<file path="config.mk">
export PLATFORM = sky130hd
export DESIGN_NAME = fir_deconvolution
export DESIGN_NICKNAME = d
export VERILOG_FILES = /design/src/rtl/fird_pkg.sv /design/src/rtl/fird_regs.sv /design/src/rtl/fird_mac.sv /design/src/rtl/fird_div.sv /design/src/rtl/fir_deconvolution.sv
export SDC_FILE = /design/constraint.sdc
export NUM_CORES = 2
export LEC_CHECK = 0
export BUFFER_PORTS_ARGS = -buffer_cell sky130_fd_sc_hd__buf_4
export CAP_MARGIN = 20
export CORE_AREA = 2 2 535 537
export CTS_BUF_LIST = sky130_fd_sc_hd__clkbuf_4
export CTS_CLUSTER_SIZE = 14
export DETAILED_ROUTE_END_ITERATION = 7
export DIE_AREA = 0 0 537 539
export REMOVE_ABC_BUFFERS = 1
export SYNTH_ARGS = -nofsm -noshare
export SYNTH_HDL_FRONTEND = slang
export SYNTH_SLANG_ARGS = --single-unit
</file>
<file path="constraint.sdc">
create_clock -name clk -period 22.5 [get_ports clk]
set_input_delay 1.125 -clock clk [delete_from_list [all_inputs] [get_ports clk]]
set_output_delay 1.125 -clock clk [all_outputs]
set_load 0.05 [all_outputs]
</file>
<file path="src/rtl/fird_pkg.sv">
// ----------------------------------------------------------------------------
// fird_pkg
// Shared types and constants for the recursive FIR deconvolution block.
// ----------------------------------------------------------------------------
package fird_pkg;

  localparam int DATA_W   = 32;
  localparam int PROD_W   = 2 * DATA_W;
  localparam int ACC_W    = 67;
  localparam int IDX_W    = 16;
  localparam int NUM_TAPS = 8;
  localparam int ADDR_W   = 5;
  localparam int CNT_W    = $clog2(DATA_W);

  typedef logic signed [DATA_W-1:0] word_t;
  typedef logic signed [ACC_W-1:0]  acc_t;
  typedef logic [$clog2(NUM_TAPS)-1:0] reg_idx_t;

  // decimal scale, 1 lsb = 1/10000
  localparam word_t SCALE      = 32'sd10000;
  localparam word_t TAP0_RESET = 32'sd10000;
  localparam word_t SAT_MAX    = 32'sh7fff_ffff;
  localparam word_t SAT_MIN    = 32'sh8000_0000;

  typedef struct packed {
    word_t value;
    logic  fail;
  } div_res_t;

endpackage

</file>
<file path="src/rtl/fird_regs.sv">
// ----------------------------------------------------------------------------
// fird_regs
// Coefficient register file behind a simple apb-style port.
// ----------------------------------------------------------------------------
module fird_regs (
  input  logic                        clk,
  input  logic                        rst_n,
  input  logic                        cfg_psel,
  input  logic                        cfg_penable,
  input  logic                        cfg_pwrite,
  input  logic [fird_pkg::ADDR_W-1:0] cfg_paddr,
  input  logic [fird_pkg::DATA_W-1:0] cfg_pwdata,
  output logic [fird_pkg::DATA_W-1:0] cfg_prdata,
  output logic                        cfg_pready,
  output fird_pkg::word_t             taps [fird_pkg::NUM_TAPS]
);

  fird_pkg::word_t   taps_r [fird_pkg::NUM_TAPS];
  fird_pkg::reg_idx_t idx;
  logic              wr_en;

  assign idx        = cfg_paddr[fird_pkg::ADDR_W-1:2];
  assign wr_en      = cfg_psel & cfg_penable & cfg_pwrite;
  assign cfg_pready = 1'b1;
  assign cfg_prdata = taps_r[idx];

  always_ff @(posedge clk) begin
    if (!rst_n) begin
      taps_r[0] <= fird_pkg::TAP0_RESET;
      for (int i = 1; i < fird_pkg::NUM_TAPS; i++) begin
        taps_r[i] <= '0;
      end
    end else if (wr_en) begin
      taps_r[idx] <= cfg_pwdata;
    end
  end

  always_comb begin
    for (int i = 0; i < fird_pkg::NUM_TAPS; i++) begin
      taps[i] = taps_r[i];
    end
  end

endmodule

</file>
<file path="src/rtl/fird_mac.sv">
// ----------------------------------------------------------------------------
// fird_mac
// Sequential multiply-accumulate: one tap product per cycle into a 67-bit sum.
// ----------------------------------------------------------------------------
module fird_mac #(
  parameter int TAP_COUNT = 8
) (
  input  logic            clk,
  input  logic            rst_n,
  input  logic            start,
  input  fird_pkg::word_t obs,
  input  fird_pkg::word_t taps [TAP_COUNT],
  input  fird_pkg::word_t hist [TAP_COUNT-1],
  output fird_pkg::acc_t  acc,
  output logic            done
);

  localparam int KW = $clog2(TAP_COUNT);
  localparam int HW = (TAP_COUNT > 2) ? $clog2(TAP_COUNT - 1) : 1;

  logic                             busy_r, pv_r, sub_r, last_r, done_r;
  logic [KW-1:0]                    k_r;
  logic [KW-1:0]                    km1;
  logic signed [fird_pkg::PROD_W-1:0] prod_r, prod_nxt;
  fird_pkg::acc_t                   acc_r, ext;
  fird_pkg::word_t                  op_a, op_b;
  logic                             last;

  always_comb begin
    km1  = k_r - KW'(1);
    last = (k_r == KW'(TAP_COUNT - 1));
    // first slot scales the observed sample, the others subtract history terms
    if (k_r == '0) begin
      op_a = obs;
      op_b = fird_pkg::SCALE;
    end else begin
      op_a = taps[k_r];
      op_b = hist[km1[HW-1:0]];
    end
    prod_nxt = op_a * op_b;
    ext      = {{(fird_pkg::ACC_W - fird_pkg::PROD_W){prod_r[fird_pkg::PROD_W-1]}}, prod_r};
  end

  always_ff @(posedge clk) begin
    if (!rst_n) begin
      busy_r <= 1'b0;
      pv_r   <= 1'b0;
      last_r <= 1'b0;
      done_r <= 1'b0;
      k_r    <= '0;
    end else begin
      pv_r   <= busy_r;
      last_r <= busy_r & last;
      done_r <= pv_r & last_r;
      if (start) begin
        busy_r <= 1'b1;
        k_r    <= '0;
      end else if (busy_r) begin
        if (last) begin
          busy_r <= 1'b0;
        end else begin
          k_r <= k_r + KW'(1);
        end
      end
    end
  end

  always_ff @(posedge clk) begin
    prod_r <= prod_nxt;
    sub_r  <= (k_r != '0);
    if (start) begin
      acc_r <= '0;
    end else if (pv_r) begin
      acc_r <= sub_r ? acc_r - ext : acc_r + ext;
    end
  end

  assign acc  = acc_r;
  assign done = done_r;

endmodule

</file>
<file path="src/rtl/fird_div.sv">
// ----------------------------------------------------------------------------
// fird_div
// Bit-serial restoring divider with round half away from zero and saturation.
// ----------------------------------------------------------------------------
module fird_div (
  input  logic               clk,
  input  logic               rst_n,
  input  logic               start,
  input  fird_pkg::acc_t     num,
  input  fird_pkg::word_t    den,
  output fird_pkg::div_res_t res,
  output logic               done
);

  localparam int DW = fird_pkg::DATA_W;
  localparam int AW = fird_pkg::ACC_W;
  localparam logic [DW:0] NEG_LIM = (DW + 1)'(1) << (DW - 1);
  localparam logic [DW:0] POS_LIM = NEG_LIM - (DW + 1)'(1);

  typedef enum logic [2:0] {ST_IDLE, ST_CHECK, ST_ITER, ST_ROUND, ST_SAT} state_t;

  state_t                     state_r;
  logic [AW-1:0]              nabs_r;
  logic [DW-1:0]              dabs_r, rem_r, quo_r;
  logic [DW:0]                q33_r;
  logic [fird_pkg::CNT_W-1:0] cnt_r;
  logic                       neg_r, dz_r, done_r;
  fird_pkg::div_res_t         res_r;

  logic [DW:0] trial, diff, dext, negq;
  logic        ge, half, ovf;
  fird_pkg::acc_t num_neg;
  fird_pkg::word_t den_neg;

  always_comb begin
    num_neg = -num;
    den_neg = -den;
    dext    = {1'b0, dabs_r};
    trial   = {rem_r, quo_r[DW-1]};
    diff    = trial - dext;
    ge      = (trial >= dext);
    half    = ({rem_r, 1'b0} >= dext);
    // quotient reaches 2^32 when the upper part alone covers the divisor
    ovf     = (nabs_r[AW-1:DW] >= {{(AW - 2 * DW){1'b0}}, dabs_r});
    negq    = -q33_r;
  end

  always_ff @(posedge clk) begin
    if (!rst_n) begin
      state_r <= ST_IDLE;
      done_r  <= 1'b0;
    end else begin
      // early exit on a zero divisor or an overflow, else after the final step
      done_r <= (state_r == ST_SAT) | ((state_r == ST_CHECK) & (dz_r | ovf));
      unique case (state_r)
        ST_IDLE: begin
          if (start) begin
            nabs_r  <= num[AW-1] ? num_neg : num;
            dabs_r  <= den[DW-1] ? den_neg : den;
            neg_r   <= num[AW-1] ^ den[DW-1];
            dz_r    <= (den == '0);
            state_r <= ST_CHECK;
          end
        end
        ST_CHECK: begin
          if (dz_r) begin
            res_r   <= '{value: '0, fail: 1'b1};
            state_r <= ST_IDLE;
          end else if (ovf) begin
            res_r   <= '{value: neg_r ? fird_pkg::SAT_MIN : fird_pkg::SAT_MAX, fail: neg_r};
            state_r <= ST_IDLE;
          end else begin
            rem_r   <= nabs_r[2*DW-1:DW];
            quo_r   <= nabs_r[DW-1:0];
            cnt_r   <= '1;
            state_r <= ST_ITER;
          end
        end
        ST_ITER: begin
          rem_r <= ge ? diff[DW-1:0] : trial[DW-1:0];
          quo_r <= {quo_r[DW-2:0], ge};
          cnt_r <= cnt_r - fird_pkg::CNT_W'(1);
          if (cnt_r == '0) begin
            state_r <= ST_ROUND;
          end
        end
        ST_ROUND: begin
          q33_r   <= {1'b0, quo_r} + (DW + 1)'(half);
          state_r <= ST_SAT;
        end
        ST_SAT: begin
          if (neg_r) begin
            res_r.value <= (q33_r > NEG_LIM) ? fird_pkg::SAT_MIN : negq[DW-1:0];
            res_r.fail  <= (q33_r != '0);
          end else begin
            res_r.value <= (q33_r > POS_LIM) ? fird_pkg::SAT_MAX : q33_r[DW-1:0];
            res_r.fail  <= 1'b0;
          end
          state_r <= ST_IDLE;
        end
        default: state_r <= ST_IDLE;
      endcase
    end
  end

  assign res  = res_r;
  assign done = done_r;

endmodule

</file>
<file path="src/rtl/fir_deconvolution.sv">
// ----------------------------------------------------------------------------
// fir_deconvolution
// Recovers the input of a known fir filter from its output samples.
// ----------------------------------------------------------------------------
// Each input beat carries one filter output sample y (signed, 1/10000 units)
// and returns one beat with x = round((10000*y - sum h_i*x_(t-i)) / h0),
// rounded half away from zero and saturated to 32 bits, with its position in
// the sequence and a sticky failure flag. Items are handled one at a time:
// each item runs one multiply-accumulate step per tap followed by the 32
// single-bit steps of the restoring divider; a zero h0 or an out-of-range
// quotient ends the division early. A finished result waits in the output
// register while the next item is already taken in. Coefficients tap0..tap7
// sit at byte addresses 0x00..0x1c; write them only while the block is idle.
// ----------------------------------------------------------------------------
module fir_deconvolution #(
  parameter int TAP_COUNT = 8
) (
  input  logic                        clk,
  input  logic                        rst_n,
  // in_tdata: [31:0] observed_sample
  input  logic                        in_tvalid,
  output logic                        in_tready,
  input  logic [31:0]                 in_tdata,
  // in_tuser: [0] first_sample
  input  logic [0:0]                  in_tuser,
  // out_tdata: [31:0] recovered_sample, [47:32] sample_index
  output logic                        out_tvalid,
  input  logic                        out_tready,
  output logic [47:0]                 out_tdata,
  // out_tuser: [0] no_solution
  output logic [0:0]                  out_tuser,
  input  logic                        cfg_psel,
  input  logic                        cfg_penable,
  input  logic                        cfg_pwrite,
  input  logic [fird_pkg::ADDR_W-1:0] cfg_paddr,
  input  logic [fird_pkg::DATA_W-1:0] cfg_pwdata,
  output logic [fird_pkg::DATA_W-1:0] cfg_prdata,
  output logic                        cfg_pready
);

  localparam int HL = TAP_COUNT - 1;

  typedef enum logic [1:0] {ST_IDLE, ST_MAC, ST_DIV, ST_OUT} state_t;

  state_t                     state_r;
  fird_pkg::word_t            taps_all [fird_pkg::NUM_TAPS];
  fird_pkg::word_t            taps_used [TAP_COUNT];
  fird_pkg::word_t            hist_r [HL];
  fird_pkg::word_t            obs_r;
  logic [fird_pkg::IDX_W-1:0] count_r;
  logic                       fail_r;
  logic                       out_valid_r;
  logic [47:0]                out_data_r;
  logic                       out_flag_r;

  fird_pkg::acc_t     acc;
  fird_pkg::div_res_t res;
  logic               mac_done, div_done, in_fire, slot_free, fail_nxt;

  assign in_tready = (state_r == ST_IDLE);
  assign in_fire   = in_tvalid & in_tready;
  assign slot_free = ~out_valid_r | out_tready;
  assign fail_nxt  = fail_r | res.fail;

  always_comb begin
    for (int i = 0; i < TAP_COUNT; i++) begin
      taps_used[i] = taps_all[i];
    end
  end

  fird_regs u_regs (
    .clk         (clk),
    .rst_n       (rst_n),
    .cfg_psel    (cfg_psel),
    .cfg_penable (cfg_penable),
    .cfg_pwrite  (cfg_pwrite),
    .cfg_paddr   (cfg_paddr),
    .cfg_pwdata  (cfg_pwdata),
    .cfg_prdata  (cfg_prdata),
    .cfg_pready  (cfg_pready),
    .taps        (taps_all)
  );

  fird_mac #(
    .TAP_COUNT (TAP_COUNT)
  ) u_mac (
    .clk   (clk),
    .rst_n (rst_n),
    .start (in_fire),
    .obs   (obs_r),
    .taps  (taps_used),
    .hist  (hist_r),
    .acc   (acc),
    .done  (mac_done)
  );

  fird_div u_div (
    .clk   (clk),
    .rst_n (rst_n),
    .start (mac_done),
    .num   (acc),
    .den   (taps_all[0]),
    .res   (res),
    .done  (div_done)
  );

  always_ff @(posedge clk) begin
    if (!rst_n) begin
      state_r     <= ST_IDLE;
      out_valid_r <= 1'b0;
      count_r     <= '0;
      fail_r      <= 1'b0;
      for (int i = 0; i < HL; i++) begin
        hist_r[i] <= '0;
      end
    end else begin
      if ((state_r == ST_OUT) && slot_free) begin
        out_valid_r <= 1'b1;
      end else if (out_valid_r && out_tready) begin
        out_valid_r <= 1'b0;
      end
      unique case (state_r)
        ST_IDLE: begin
          if (in_fire) begin
            obs_r <= in_tdata;
            // new sequence clears history before this sample is used
            if (in_tuser[0]) begin
              count_r <= '0;
              fail_r  <= 1'b0;
              for (int i = 0; i < HL; i++) begin
                hist_r[i] <= '0;
              end
            end
            state_r <= ST_MAC;
          end
        end
        ST_MAC: begin
          if (mac_done) begin
            state_r <= ST_DIV;
          end
        end
        ST_DIV: begin
          if (div_done) begin
            state_r <= ST_OUT;
          end
        end
        ST_OUT: begin
          if (slot_free) begin
            out_data_r  <= {count_r, res.value};
            out_flag_r  <= fail_nxt;
            fail_r      <= fail_nxt;
            if (count_r != '1) begin
              count_r <= count_r + fird_pkg::IDX_W'(1);
            end
            hist_r[0] <= res.value;
            for (int i = 1; i < HL; i++) begin
              hist_r[i] <= hist_r[i-1];
            end
            state_r <= ST_IDLE;
          end
        end
        default: state_r <= ST_IDLE;
      endcase
    end
  end

  assign out_tvalid = out_valid_r;
  assign out_tdata  = out_data_r;
  assign out_tuser  = out_flag_r;

endmodule

</file>
==> reports/metrics.yaml <==
cpMostUsedCell: "sky130_fd_sc_hd__fa_1"
hold_viol: 0
drt-pass1-iter-count: 7
timing.critical_path.from_type: "register"
critical_path_class: "reg2reg"
globalRouteOverflowTotal: 0
fraction_of_final_layout_cells_with_drive_strength_greater_than_1: 0.104
clock_sink_count: 960
drc: 0
yosys_register_bits: 960
synth.avg_cell_area_um2: 9.66
synth_seq_area_share: 0.295
areaGrowthSynthToFinish_pct: 10.5
timing.slew.headroom: 0.152
cpMaxStageDelayCell: "sky130_fd_sc_hd__fa_1"
worst-slew-pin-transition_ns: 1.27
xor_and_xnor_fraction_of_the_mapped_netlist_area: 0.0371
clock_skew_ns: 0.169
async_set_reset_flop_share_out_of_synthesis: 0
grt_setup_unrepaired: "no"
min_path_cells: 1
initial_core_util: 0.298
r2r_start: "u_mac.k_r[0]$_SDFFE_PP0P_"
fp.dieArea_um2: 289000
via_count_of_the_first_global_routing_pass: 67500
max_stage_delay_ns: 1.03
groute.usage.overall: 0.186
wl_mm: 274
syn-instance-count: 8763
drt.antenna.violating_nets: 0
die_h_um: 539
yosysWarningCount: 0
avgViaCountPerCell: 5.23
finalMaxSlewViolations: 0
syn_area_um2: 84600
largest_family_of_logic_cells_by_synthesized_area: "adder cells"
number_of_levels_the_h_tree_was_split_into: 4
cp.required_ns: 23.58
maxCapViolations: 0
synth_enable_flop_cells: 573
clock.fmax_mhz: 78.4
wl_per_cell_um: 21.4
synth.mux.area_fraction: 0.0371
fin_nets: 10300
synth_fa_ha_area_frac: 0.305
vias: 66800
most_common_library_cell_in_the_layout_ignoring_fill_and_taps: "sky130_fd_sc_hd__nand2_1"
ff2ff_path_depth: 37
clkTransAtPathRegs_ns: 0.08
result_of_the_run: "finished clean"
grt_antenna_before_repair: 28
period_minus_slack_ns: 12.75
synthFlopType: "sky130_fd_sc_hd__edfxtp_1"
cts_tree: "built"
placementRows: 196
worst-endpoint-arrival_ns: 13.83
most-common-layout-cells: "1,086 x sky130_fd_sc_hd__nand2_1, 1,084 x sky130_fd_sc_hd__fa_1, 1,069 x sky130_fd_sc_hd__inv_1"
synthSimpleGateAreaFrac: 0.158
r2r_end: "u_mac.prod_r[60]$_DFF_P_"
wire_length_of_the_first_global_routing_pass_mm: 415
detailedRoute.firstIterationViolations: 7047
number_of_clock_buffers_inserted_by_tritoncts: 248
place.gp.congestion: 0.945
complex_gate_fraction_of_the_synthesized_area: 0.0970
cts_max_path_buffers: 4
chip_width_um: 537
end_kind: "register"
cts_root_cell: "sky130_fd_sc_hd__clkbuf_4"
hold_class: "in2reg"
floorplan.io_pins: 161
cts_post_setup_buffers_inserted: 0
worst_hold_startpoint: "in_tdata[1]"
r2r_slack_ns: 9.75
holdPathEnd: "obs_r[1]$_DFFE_PP_"
clk-insertion-delay-late_ns: 1.29
synthDistinctLibCells: 81
place.port_buffers: 157
place.detailed.hpwl_mm: 203
grt_start_max_net_pins: 226
maximum_fanout_encountered_on_the_critical_timing_path: 44
timing.final.setup_violations: 0
core_um2: 284000
timing.setup.tns_ns: 0
min_period_over_period: 0.567
worst max-delay path, delay by kind of cell, from the launching register on:
family / cells / cell delay, ns
fa+ha+maj: 10 / 5.26
buf+inv: 11 / 3.04
simple gates: 9 / 2.11
compound gates: 5 / 1.04
flops: 1 / 0.71
xor+xnor: 2 / 0.34
through the flow:
step / hold WS [ns] / std cells / setup WS, ns / utilization / instance area (um2)
floorplan: 0.427 / 8241 / 1.99 / - / 82700
global placement: 0.440 / 12300 / 9.80 / 0.317 / 90100
detailed placement: 0.444 / 12300 / 10.09 / 0.317 / 90200
CTS: 0.0120 / 12800 / 9.95 / 0.329 / 93400
global route: 0.0136 / 12800 / 9.23 / 0.329 / 93600
finish: 0.121 / 12800 / 9.75 / 0.329 / 93600
Yosys cell counts, drive strengths merged (38+ instances only):
| master | instances | area share |
|---|---|---|
| nand3 | 318 | 0.019 |
| nor2 | 746 | 0.033 |
| a21o | 114 | 0.010 |
| nor3 | 69 | 0.0042 |
| nand4 | 98 | 0.0072 |
| xnor2 | 286 | 0.030 |
| nor4 | 55 | 0.0041 |
| o21ai | 213 | 0.013 |
| a31oi | 55 | 0.0041 |
| a22oi | 156 | 0.014 |
| dfxtp | 387 | 0.092 |
| a21oi | 516 | 0.031 |
| edfxtp | 573 | 0.20 |
| o31ai | 39 | 0.0035 |
| or3 | 38 | 0.0029 |
| xor2 | 73 | 0.0076 |
| nand2 | 1087 | 0.048 |
| fa | 1084 | 0.26 |
| nand2b | 43 | 0.0032 |
| and3 | 296 | 0.022 |
| mux2i | 80 | 0.0095 |
| mux4 | 96 | 0.026 |
| ha | 331 | 0.049 |
| buf | 40 | 0.0019 |
| clkbuf | 482 | 0.021 |
| inv | 1071 | 0.047 |
sequential cells by signal, summed over array words and instances (netlist names), 33 cells and up:
register and cells:
u_mac.acc 67, u_regs.taps_r 256, u_div.res 33, u_mac.prod_r 64, hist_r 224, u_div.q33_r 33
u_div.nabs_r 67, out_tdata 48
layout make-up:
class,count,area (um2)
clock inverter,66,318
tap,3762,4710
inverter,1072,4030
clock buffer,366,2750
antenna,9,22.5
timing repair buffer,348,2760
sequential,960,25000
multi-input combinational,6209,54000
fill,29200,190000
kinds of logic (layout without fill, tap and decap cells):
logic type	Yosys count	in the layout
other	1	10
multiplexers	192	192
buffers and inverters	1594	1852
AO/OA/AOI/OAI	1322	1322
AND/OR/NAND/NOR	2920	2920
flip-flops	960	960
adder cells (fa/ha/maj)	1415	1415
XOR/XNOR	359	359
per-layer routing:
layer | vias up | global-route usage | wire (um)
li1 | 29500 | - | -
met1 | 33700 | 0.255 | 115000
met2 | 3048 | 0.289 | 123000
met3 | 555 | 0.0428 | 26000
met4 | 26 | 0.0627 | 10200
met5 | - | 0 | 200
worst max-delay path by stage:
stage,to,start,cells past startpoint,slack (ns)
5_1_grt,u_mac.prod_r[60]$_DFF_P_,u_mac.k_r[0]$_SDFFE_PP0P_,37,9.23
3_5_place_dp,u_mac.prod_r[63]$_DFF_P_,u_mac.k_r[0]$_SDFFE_PP0P_,35,10.09
2_1_floorplan,u_mac.prod_r[60]$_DFF_P_,u_mac.k_r[0]$_SDFFE_PP0P_,32,1.99
6_report,u_mac.prod_r[60]$_DFF_P_,u_mac.k_r[0]$_SDFFE_PP0P_,37,9.75
3_3_place_gp,u_mac.prod_r[63]$_DFF_P_,u_mac.k_r[0]$_SDFFE_PP0P_,32,9.80
4_1_cts,u_mac.prod_r[60]$_DFF_P_,u_mac.k_r[0]$_SDFFE_PP0P_,37,9.95
timing repair:
item | 4_1_cts | 5_1_grt
endpoints found under the hold margin | 22 | 0
hold buffers | 22 | 0
gates resized for setup | 0 | 0
Power is left out: the tool's default activity adds up to more than one toggle a clock period on the data nets, which glitch-free logic cannot reach.
